[src/sv/adz_pkg.sv]
// shared types and constants for the axis deadzone scaler
`default_nettype none

package adz_pkg;

	localparam int SMP_W  = 16;
	localparam int CFG_W  = 16;
	localparam int IDX_W  = 3;
	localparam int NUM_W  = 35;
	localparam int DEN_W  = 16;
	localparam int CNT_W  = 6;
	localparam int OUT_TDATA_W = 40;

	localparam logic [IDX_W-1:0] REG_INPUT_LOW     = 3'd0;
	localparam logic [IDX_W-1:0] REG_INPUT_HIGH    = 3'd1;
	localparam logic [IDX_W-1:0] REG_DEAD_BAND     = 3'd2;
	localparam logic [IDX_W-1:0] REG_OUTPUT_LOW    = 3'd3;
	localparam logic [IDX_W-1:0] REG_OUTPUT_HIGH   = 3'd4;
	localparam logic [IDX_W-1:0] REG_NEGATE_INPUT  = 3'd5;
	localparam logic [IDX_W-1:0] REG_MIRROR_OUTPUT = 3'd6;

	localparam logic signed [15:0] RST_INPUT_LOW   = 16'sd0;
	localparam logic signed [15:0] RST_INPUT_HIGH  = 16'sd4095;
	localparam logic [14:0]        RST_DEAD_BAND   = 15'd0;
	localparam logic signed [15:0] RST_OUTPUT_LOW  = 16'sd0;
	localparam logic signed [15:0] RST_OUTPUT_HIGH = 16'sd1023;

	typedef enum logic [3:0] {
		S_IDLE,
		S_MID,
		S_CMP,
		S_SUB,
		S_MUL,
		S_MAG,
		S_GO,
		S_DIV,
		S_POST1,
		S_POST2,
		S_POST3
	} state_t;

endpackage

`default_nettype wire

[src/sv/analog_axis_deadzone_scaler.sv]
// top level: axis deadzone removal and linear scaling with a serial divider
//
// usage: raw samples enter on the s_ stream (s_tdata[15:0] = raw_sample),
// results leave on the m_ stream. registers are written through cfg_we,
// cfg_index and cfg_wdata; the user must write them only while the block
// is idle, which the block itself does not enforce. unknown indexes are ignored.
// each item walks a short sequencer: midpoint and ranges, deadzone test,
// offset, one 19x16 multiply, magnitude, then a 35-step restoring divider,
// then sign, clamp and mirror. s_tready is high only while the sequencer is
// idle, so a new item is taken only once the last one has left the sequencer.
// the result sits in an output register; the next item may be accepted
// while it waits, and if the receiver still stalls when the next result is
// done, the sequencer holds in its last step until the output register frees.
// reset clears the registers to their defaults, the previous value to zero
// and drops the output valid.
`default_nettype none

module analog_axis_deadzone_scaler (
	input  wire logic                            clk,
	input  wire logic                            arst_n,
	input  wire logic                            s_tvalid,
	output logic                                 s_tready,
	input  wire logic [adz_pkg::SMP_W-1:0]       s_tdata,   // raw_sample
	output logic                                 m_tvalid,
	input  wire logic                            m_tready,
	output logic [adz_pkg::OUT_TDATA_W-1:0]      m_tdata,   // axis_value, raw_seen, zero pad
	output logic [0:0]                           m_tuser,   // value_changed
	input  wire logic                            cfg_we,
	input  wire logic [adz_pkg::IDX_W-1:0]       cfg_index,
	input  wire logic [adz_pkg::CFG_W-1:0]       cfg_wdata
);
	import adz_pkg::*;

	logic signed [15:0] input_low_q, input_high_q, output_low_q, output_high_q;
	logic [14:0]        dead_band_q;
	logic               negate_q, mirror_q;

	state_t state_q, state_d;

	logic signed [16:0] raw_q;
	logic signed [15:0] mid_q, omid_q, in_range_q, in_min_q, out_range_q;
	logic               dead_q;
	logic signed [17:0] shifted_q;
	logic signed [18:0] a_q;
	logic signed [34:0] prod_q;
	logic [NUM_W-1:0]   nmag_q;
	logic [DEN_W-1:0]   dmag_q;
	logic               qneg_q, zden_q;
	logic signed [36:0] val_q;
	logic signed [15:0] clamp_q;
	logic [15:0]        prev_q;
	logic               out_valid_q;
	logic [15:0]        out_value_q;
	logic signed [16:0] out_seen_q;
	logic               out_changed_q;

	logic               accept, load, div_start, div_done;
	logic [NUM_W-1:0]   div_quo;
	logic signed [16:0] smp;
	logic signed [17:0] sum_in, sum_out;
	logic [17:0]        rnd_in, rnd_out;
	logic signed [17:0] diff, dz18;
	logic [17:0]        absd;
	logic [34:0]        pmag;
	logic [15:0]        dmag;
	logic signed [36:0] qext, qs;
	logic [15:0]        res;

	// configuration registers
	always_ff @(posedge clk or negedge arst_n) begin
		if (!arst_n) begin
			input_low_q   <= RST_INPUT_LOW;
			input_high_q  <= RST_INPUT_HIGH;
			dead_band_q   <= RST_DEAD_BAND;
			output_low_q  <= RST_OUTPUT_LOW;
			output_high_q <= RST_OUTPUT_HIGH;
			negate_q      <= 1'b0;
			mirror_q      <= 1'b0;
		end else if (cfg_we) begin
			case (cfg_index)
				REG_INPUT_LOW:     input_low_q   <= cfg_wdata;
				REG_INPUT_HIGH:    input_high_q  <= cfg_wdata;
				REG_DEAD_BAND:     dead_band_q   <= cfg_wdata[14:0];
				REG_OUTPUT_LOW:    output_low_q  <= cfg_wdata;
				REG_OUTPUT_HIGH:   output_high_q <= cfg_wdata;
				REG_NEGATE_INPUT:  negate_q      <= cfg_wdata[0];
				REG_MIRROR_OUTPUT: mirror_q      <= cfg_wdata[0];
				default: ;
			endcase
		end
	end

	// sequencer
	always_ff @(posedge clk or negedge arst_n) begin
		if (!arst_n) begin
			state_q <= S_IDLE;
		end else begin
			state_q <= state_d;
		end
	end

	always_comb begin
		state_d   = state_q;
		s_tready  = 1'b0;
		div_start = 1'b0;
		load      = 1'b0;
		case (state_q)
			S_IDLE: begin
				s_tready = 1'b1;
				if (s_tvalid) state_d = S_MID;
			end
			S_MID:   state_d = S_CMP;
			S_CMP:   state_d = S_SUB;
			S_SUB:   state_d = S_MUL;
			S_MUL:   state_d = S_MAG;
			S_MAG:   state_d = S_GO;
			S_GO: begin
				div_start = 1'b1;
				state_d   = S_DIV;
			end
			S_DIV:   if (div_done) state_d = S_POST1;
			S_POST1: state_d = S_POST2;
			S_POST2: state_d = S_POST3;
			S_POST3: begin
				if (!out_valid_q || m_tready) begin
					load    = 1'b1;
					state_d = S_IDLE;
				end
			end
			default: state_d = S_IDLE;
		endcase
	end

	assign accept = s_tvalid && s_tready;

	// datapath arithmetic
	assign smp     = {s_tdata[15], s_tdata};
	assign sum_in  = 18'(input_low_q) + 18'(input_high_q);
	assign rnd_in  = sum_in + {17'd0, ~sum_in[17]};
	assign sum_out = 18'(output_low_q) + 18'(output_high_q);
	assign rnd_out = sum_out + {17'd0, ~sum_out[17]};
	assign dz18    = {3'd0, dead_band_q};
	assign diff    = 18'(raw_q) - 18'(mid_q);
	assign absd    = diff[17] ? -diff : diff;
	assign pmag    = prod_q[34] ? -prod_q : prod_q;
	assign dmag    = in_range_q[15] ? -in_range_q : in_range_q;
	assign qext    = {2'b00, div_quo};
	assign qs      = zden_q ? 37'sd0 : (qneg_q ? -qext : qext);
	assign res     = mirror_q ? output_high_q - clamp_q : clamp_q;

	always_ff @(posedge clk) begin
		case (state_q)
			S_IDLE: if (accept) raw_q <= negate_q ? -smp : smp;
			S_MID: begin
				mid_q       <= rnd_in[16:1];
				omid_q      <= rnd_out[16:1];
				in_range_q  <= input_high_q - input_low_q - {dead_band_q, 1'b0};
				in_min_q    <= input_low_q + {1'b0, dead_band_q};
				out_range_q <= output_high_q - output_low_q;
			end
			S_CMP: begin
				dead_q    <= (dead_band_q != 15'd0) && (absd < {3'd0, dead_band_q});
				shifted_q <= diff[17] ? 18'(raw_q) + dz18 : 18'(raw_q) - dz18;
			end
			S_SUB: a_q <= 19'(shifted_q) - 19'(in_min_q);
			S_MUL: prod_q <= 35'(a_q) * 35'(out_range_q);
			S_MAG: begin
				nmag_q <= pmag + {20'd0, dmag[15:1]};
				dmag_q <= dmag;
				qneg_q <= prod_q[34] ^ in_range_q[15];
				zden_q <= in_range_q == 16'sd0;
			end
			S_POST1: val_q <= dead_q ? 37'(omid_q) : qs + 37'(output_low_q);
			S_POST2: begin
				if (val_q < 37'(output_low_q)) clamp_q <= output_low_q;
				else if (val_q > 37'(output_high_q)) clamp_q <= output_high_q;
				else clamp_q <= val_q[15:0];
			end
			default: ;
		endcase
	end

	adz_divider u_div (
		.clk    (clk),
		.arst_n (arst_n),
		.start  (div_start),
		.num    (nmag_q),
		.den    (dmag_q),
		.quo    (div_quo),
		.done   (div_done)
	);

	// output register and previous value
	always_ff @(posedge clk or negedge arst_n) begin
		if (!arst_n) begin
			out_valid_q <= 1'b0;
			prev_q      <= '0;
		end else if (load) begin
			out_valid_q <= 1'b1;
			prev_q      <= res;
		end else if (m_tready) begin
			out_valid_q <= 1'b0;
		end
	end

	always_ff @(posedge clk) begin
		if (load) begin
			out_value_q   <= res;
			out_changed_q <= res != prev_q;
			out_seen_q    <= raw_q;
		end
	end

	assign m_tvalid   = out_valid_q;
	assign m_tdata    = {7'd0, out_seen_q, out_value_q};
	assign m_tuser[0] = out_changed_q;

endmodule

`default_nettype wire

[src/sv/adz_divider.sv]
// bit-serial restoring divider, one quotient bit per cycle
`default_nettype none

module adz_divider (
	input  wire logic                      clk,
	input  wire logic                      arst_n,
	input  wire logic                      start,
	input  wire logic [adz_pkg::NUM_W-1:0] num,
	input  wire logic [adz_pkg::DEN_W-1:0] den,
	output logic      [adz_pkg::NUM_W-1:0] quo,
	output logic                           done
);
	import adz_pkg::*;

	logic [NUM_W-1:0] quo_q;
	logic [DEN_W-1:0] rem_q;
	logic [DEN_W-1:0] den_q;
	logic [CNT_W-1:0] cnt_q;
	logic             busy_q;
	logic             done_q;
	logic [DEN_W:0]   sh;
	logic [DEN_W:0]   trial;
	logic             ge;

	assign sh    = {rem_q, quo_q[NUM_W-1]};
	assign ge    = sh >= {1'b0, den_q};
	assign trial = sh - {1'b0, den_q};

	always_ff @(posedge clk or negedge arst_n) begin
		if (!arst_n) begin
			busy_q <= 1'b0;
			done_q <= 1'b0;
			cnt_q  <= '0;
		end else if (start) begin
			busy_q <= 1'b1;
			done_q <= 1'b0;
			cnt_q  <= '0;
		end else if (busy_q) begin
			cnt_q <= cnt_q + CNT_W'(1);
			if (cnt_q == CNT_W'(NUM_W - 1)) begin
				busy_q <= 1'b0;
				done_q <= 1'b1;
			end
		end else begin
			done_q <= 1'b0;
		end
	end

	always_ff @(posedge clk) begin
		if (start) begin
			quo_q <= num;
			rem_q <= '0;
			den_q <= den;
		end else if (busy_q) begin
			quo_q <= {quo_q[NUM_W-2:0], ge};
			rem_q <= ge ? trial[DEN_W-1:0] : sh[DEN_W-1:0];
		end
	end

	assign quo  = quo_q;
	assign done = done_q;

endmodule

`default_nettype wire

[config.mk]
export PLATFORM = sky130hd
export DESIGN_NAME = analog_axis_deadzone_scaler
export DESIGN_NICKNAME = d
export VERILOG_FILES = /design/src/sv/adz_pkg.sv /design/src/sv/analog_axis_deadzone_scaler.sv /design/src/sv/adz_divider.sv
export SDC_FILE = /design/constraint.sdc
export NUM_CORES = 2
export LEC_CHECK = 0
export BUFFER_PORTS_ARGS = -buffer_cell sky130_fd_sc_hd__buf_2
export CAP_MARGIN = 20
export CORE_AREA = 2 2 364 366
export CTS_BUF_LIST = sky130_fd_sc_hd__clkbuf_4
export DETAILED_ROUTE_END_ITERATION = 6
export DIE_AREA = 0 0 366 368
export GPL_ROUTABILITY_DRIVEN = 1
export MAX_ROUTING_LAYER = met4
export SLEW_MARGIN = 20
export SYNTH_ARGS = -nofsm -noshare
export SYNTH_HDL_FRONTEND = slang
export SYNTH_HIERARCHICAL = 1
export SYNTH_SLANG_ARGS = --single-unit
[constraint.sdc]
create_clock -name clk -period 7.4 [get_ports clk]
set_input_delay 1.48 -clock clk [delete_from_list [all_inputs] [get_ports clk]]
set_output_delay 1.48 -clock clk [all_outputs]
set_load 0.005 [all_outputs]
**After elaboration in Yosys (flattened, before gate mapping)**

Index checks and enable logic that the tools add are counted.

- Register bits: 487
- Logic and storage cells: 138
- Bits of input ports: 40
- Output and inout port bits: 43

- Add/subtract/negate cells: 22
- Reductions and logical operators: 19
- Muxes and demuxes: 32
- Bitwise gates (word level): 3
- Multipliers: 1
- $lt $le $gt $ge: 4
- Eq/ne operators: 22

Operators with widths:

| kind | count |
|---|---|
| $mux W37 | 3 |
| $mux W35 | 3 |
| $mux W16 | 5 |
| $sub A16 B16 Y16 | 5 |
| $pmux W4 S11 | 1 |
| $add A37 B16 Y37 | 1 |
| $gt A37 B16 Y1 | 1 |
| $lt A37 B16 Y1 | 1 |
| $neg A35 Y37 | 1 |
| $mux W18 | 2 |
| $sub A17 B16 Y18 | 2 |
| $add A35 B15 Y35 | 1 |
| $mul A19 B16 Y35 | 1 |
| $neg A35 Y35 | 1 |
| $add A16 B16 Y17 | 2 |
| $add A17 B2 Y17 | 2 |
| $sub A18 B16 Y19 | 1 |
| $add A17 B16 Y18 | 1 |
| $lt A18 B15 Y1 | 1 |
| $neg A18 Y18 | 1 |
| $ge A17 B16 Y1 | 1 |
| $mux W17 | 1 |
| $neg A16 Y17 | 1 |
| $add A16 B15 Y16 | 1 |
| 29 further kinds | 63 |

**Depth between registers and ports, before layout**

- Depth in word-level cells: 5
- Depth in mapped cells: 25
- Gate-level depth less buffers: 23

**By module**

Netlist, hierarchy kept.

Modules (own cells, without submodules):

| module | cells each | area an instance (µm²) | times used | seq. area each (µm²) |
|---|---|---|---|---|
| analog_axis_deadzone_scaler | 4330 | 41464.8 | 1 | 11888.9 |
| adz_divider | 369 | 4117.7 | 1 | 2052.0 |

**Worst setup path after synthesis**

OpenSTA, ideal clock, no wires.

- Path kind: reg2reg
- Start: register state_q[1]
- End: register in_min_q[0] (enable)
- Setup time: 0.616 ns
- Arrival: 6.145 ns
- Period minus slack after synthesis: 6.761 ns
- Stages on the path, launching flop included: 4
- Slack: 0.639 ns
- Cell sequence: dfrtp_1 > clkbuf_1 > nand2b_1 > nor3_1

- Cells in the longest elaborated chain, start to end: 1

Ends and longest elaborated chain:

| element | line | text |
|---|---|---|
| start, declared | analog_axis_deadzone_scaler.sv:38 | `state_t state_q, state_d;` |
| start signal, assigned | analog_axis_deadzone_scaler.sv:98 | `state_q <= state_d;` |
| $eq A4 B1 Y1 | analog_axis_deadzone_scaler.sv:152 | `case (state_q)` |
| end signal, assigned | analog_axis_deadzone_scaler.sv:158 | `in_min_q <= input_low_q + {1'b0, dead_band_q};` |
| end, declared | analog_axis_deadzone_scaler.sv:41 | `logic signed [15:0] mid_q, omid_q, in_range_q, in_min_q, out_range_q;` |

Every way passes these cells.
A chain may end at the register's enable or synchronous reset.

**Worst setup path after layout**

- Start: register out_range_q[3]
- End: register prod_q[33], data pin

- Cells in the longest elaborated chain, start to end: 1

Ends and longest elaborated chain:

| element | line | text |
|---|---|---|
| start, declared | analog_axis_deadzone_scaler.sv:41 |  |
| start signal, assigned | analog_axis_deadzone_scaler.sv:159 | `out_range_q <= output_high_q - output_low_q;` |
| $mul A19 B16 Y35 | analog_axis_deadzone_scaler.sv:166 | `S_MUL: prod_q <= 35'(a_q) * 35'(out_range_q);` |
| end signal, assigned | analog_axis_deadzone_scaler.sv:166 |  |
| end, declared | analog_axis_deadzone_scaler.sv:45 | `logic signed [34:0] prod_q;` |

Every way passes these cells.

==> results.yml <==
clocking:
  cts.clk_slew.worst_paths_ps: 60
  clk_latency_ps: 1100
  h-tree-depth: 4
  postCtsResizedCells: 0
  clockBufferDepth: 3
  post_cts_buffers: 0
  cts_tree: "done"
  hold_buffers: 0
  cts_root_buf: "clkbuf_4"
  cts_made_buffers: 138
  clock-sinks: 487
setup_path:
  r2r-start: "out_range_q[3]"
  slowest_delay_ps: 800
  critPathMaxFanout: 19
  cp_common_cell: "fa_1"
  arrival_ps: 7820
  cp-end-kind: "flop"
  worst-setup-path-type: "flop to flop"
  required_ps: 8230
  crit_chain: "nand2_1 -> fa_1 -> fa_1 -> fa_1 -> inv_1 -> fa_1 -> fa_1 -> inv_1 -> fa_1 -> inv_1 -> ha_1 -> a21o_1 -> a21oi_1 -> o211ai_1 -> o221ai_1 -> o211ai_1 -> a211o_1 -> a21oi_1 -> mux2i_1 -> a2111oi_0"
  startpoint: "out_range_q[3]"
  cp_slowest_cell: "edfxtp_1"
  startpoint_type: "flop"
detailed_routing:
  ant_nets: 0
  vias_per_cell: 5.133
  vias: 34500
  drt_pass1_iterations: 6
  drc_errors: 0
  detail_route.iter0.violations: 2362
  wl_per_cell_um: 18.04
  wirelength_um: 121300
floorplan:
  start_util: 0.3485
  rows: 133
  dieArea_sq_um: 134700
  dieWidth_um: 366
  pin_count: 83
  design.core.area_sq_um: 130800
  die_h_um: 368
synth:
  synth_common_cells: "inv_1, nand2_1, ha_1"
  synth_top_flop_cell: "edfxtp_1"
  synth_edf_count: 361
  netlist.area_leader.share: 0.2378
  avgSynthCellArea_sq_um: 9.700
  synthTopCellsByArea: "edfxtp_1, fa_1, ha_1, inv_1, dfrtp_1"
  synth_cells: 4699
  synth.cell_area_sq_um: 45580
  synth_seq_cells: 487
  seq_area_frac_synth: 0.3058
  synth_area_leader_cell: "edfxtp_1"
  synth.most_common_cell: "inv_1"
  async_flop_share: 0.2259
  yosysUniqueCellTypes: 95
  yosysWarnings: 6
hold_path:
  min_path_type: "flop to flop"
  min-delay-start: "dmag_q[9]"
cells_and_area:
  layout.nets: 5613
  drive_gt1_frac: 0.1094
  multi_input_area_sq_um: 28890
  regArea_sq_um: 13940
  syn_to_final_growth_pct: 9.904
  fillers: 13220
timing:
  setup-tns-final_ps: 0
  final_max_slew_viol_count: 0
  worst_pin_slew_ps: 1077
  rsz0062_at_grt: "false"
  fmaxAchievable_ghz: 0.1432
  finClkSkew_ps: 93.18
  fin_crit_ps: 6983
  min_period_over_period: 0.9437
  slew_headroom: 0.2821
  hold_viol: 0
  setup_viol: 0
  worst_slack_ps: 416.7
global_routing:
  grt_max_degree: 66
  grt_pass1_wl_um: 190000
  grt_usage: 0.1849
  grt_overflow: 0
  grt_pass1_vias: 34010
  antenna_found_initial: 18
placed_design:
  routabilityCongestion: 0.9057
  io_buffers: 75
  dp_hpwl_um: 96320
  dp_slack_ps: 342.0
run:
  cap_viol_max_count: 0
outcome:
  outcome: "complete, no violations"
## registers in the layout, indices dropped and copies added, names as in the netlist, 17 cells and up
register and count:
val_q 37, a_q 19, shifted_q 18, raw_q 17
prod_q 35, out_seen_q 17, nmag_q 35, u_div/quo 35
## layout make-up
type / count / area share
repair buffers: 146 / 0.01891
diodes: 14 / 0.0006993
well taps: 1755 / 0.04383
flip-flops and latches: 487 / 0.2783
multi-input cells: 3471 / 0.5767
inverters: 603 / 0.04518
clock inverters: 49 / 0.006868
clock buffers: 197 / 0.02952
## path summary, 6_finish.rpt
check | endpoint | slack, ps | depth (start not counted)
setup / recovery | prod_q[33] | 420 | 20
hold / removal | u_div/den_q[9] | 410 | 0
setup reg to reg | prod_q[33] | 420 | 20
hold reg to reg | u_div/den_q[9] | 410 | 0
max in group asynchronous | input_low_q[6] | 5430 | 2
min in group asynchronous | u_div/cnt_q[3] | 490 | 1
## metrics by stage
stage | hold WS [ps] | cell area (sq um) | instances | util
after global routing | 422.3 | 50090 | 6719 | 0.3830
final | 407.1 | 50100 | 6722 | 0.3830
after detailed placement | 404.5 | 48120 | 6450 | 0.3679
after floorplan | 400.3 | 45610 | 4705 | -
after CTS | 409.9 | 49940 | 6696 | 0.3818
after global placement | 400.8 | 48100 | 6449 | 0.3678
## kinds of logic after synthesis
kind of cell	synth area share
simple gates	0.1434
flops	0.3058
xor+xnor	0.07496
compound gates	0.1299
mux	0.02981
other cells	0.00008227
buf+inv	0.06253
fa+ha+maj	0.2535
## layout by cell type (no fill, tap or decap), drive strengths merged, types with 17 or more instances in the layout
cell type,n
a21oi,193
nand2b,52
nand3,89
ha,397
and2,165
o21ai,253
o31ai,35
nor2,256
dfstp,22
nor2b,30
xor2,134
mux2,86
mux2i,39
xnor2,251
and3,31
o21bai,29
edfxtp,361
a211o,17
o211ai,21
or3,33
dfrtp,88
inv,605
clkbuf,197
a211oi,40
nor3,109
nand4,34
nand2,415
fa,329
o41ai,29
o21a,41
a31oi,31
clkinv,41
a21o,76
nor4,37
buf,146
## metal layers
metal,global-route usage,up-vias,part of all wire
met5,-,-,0
met4,0.07613,0,0.031
met3,0.03493,225,0.056
met2,0.2903,932,0.47
met1,0.2342,16720,0.45
li1,-,16630,-
## critical path, delay by kind of cell (launching register included)
family                   cells  cell delay [ps]
multiplexers                 1              100
adder cells (fa/ha/maj)      7             3390
buffers and inverters        3              140
AO/OA/AOI/OAI                8             2130
flip-flops                   1              800
AND/OR/NAND/NOR              1              170
Power is not shown: default switching activity piles up to over one toggle a cycle in this logic, so the estimate is an artifact.
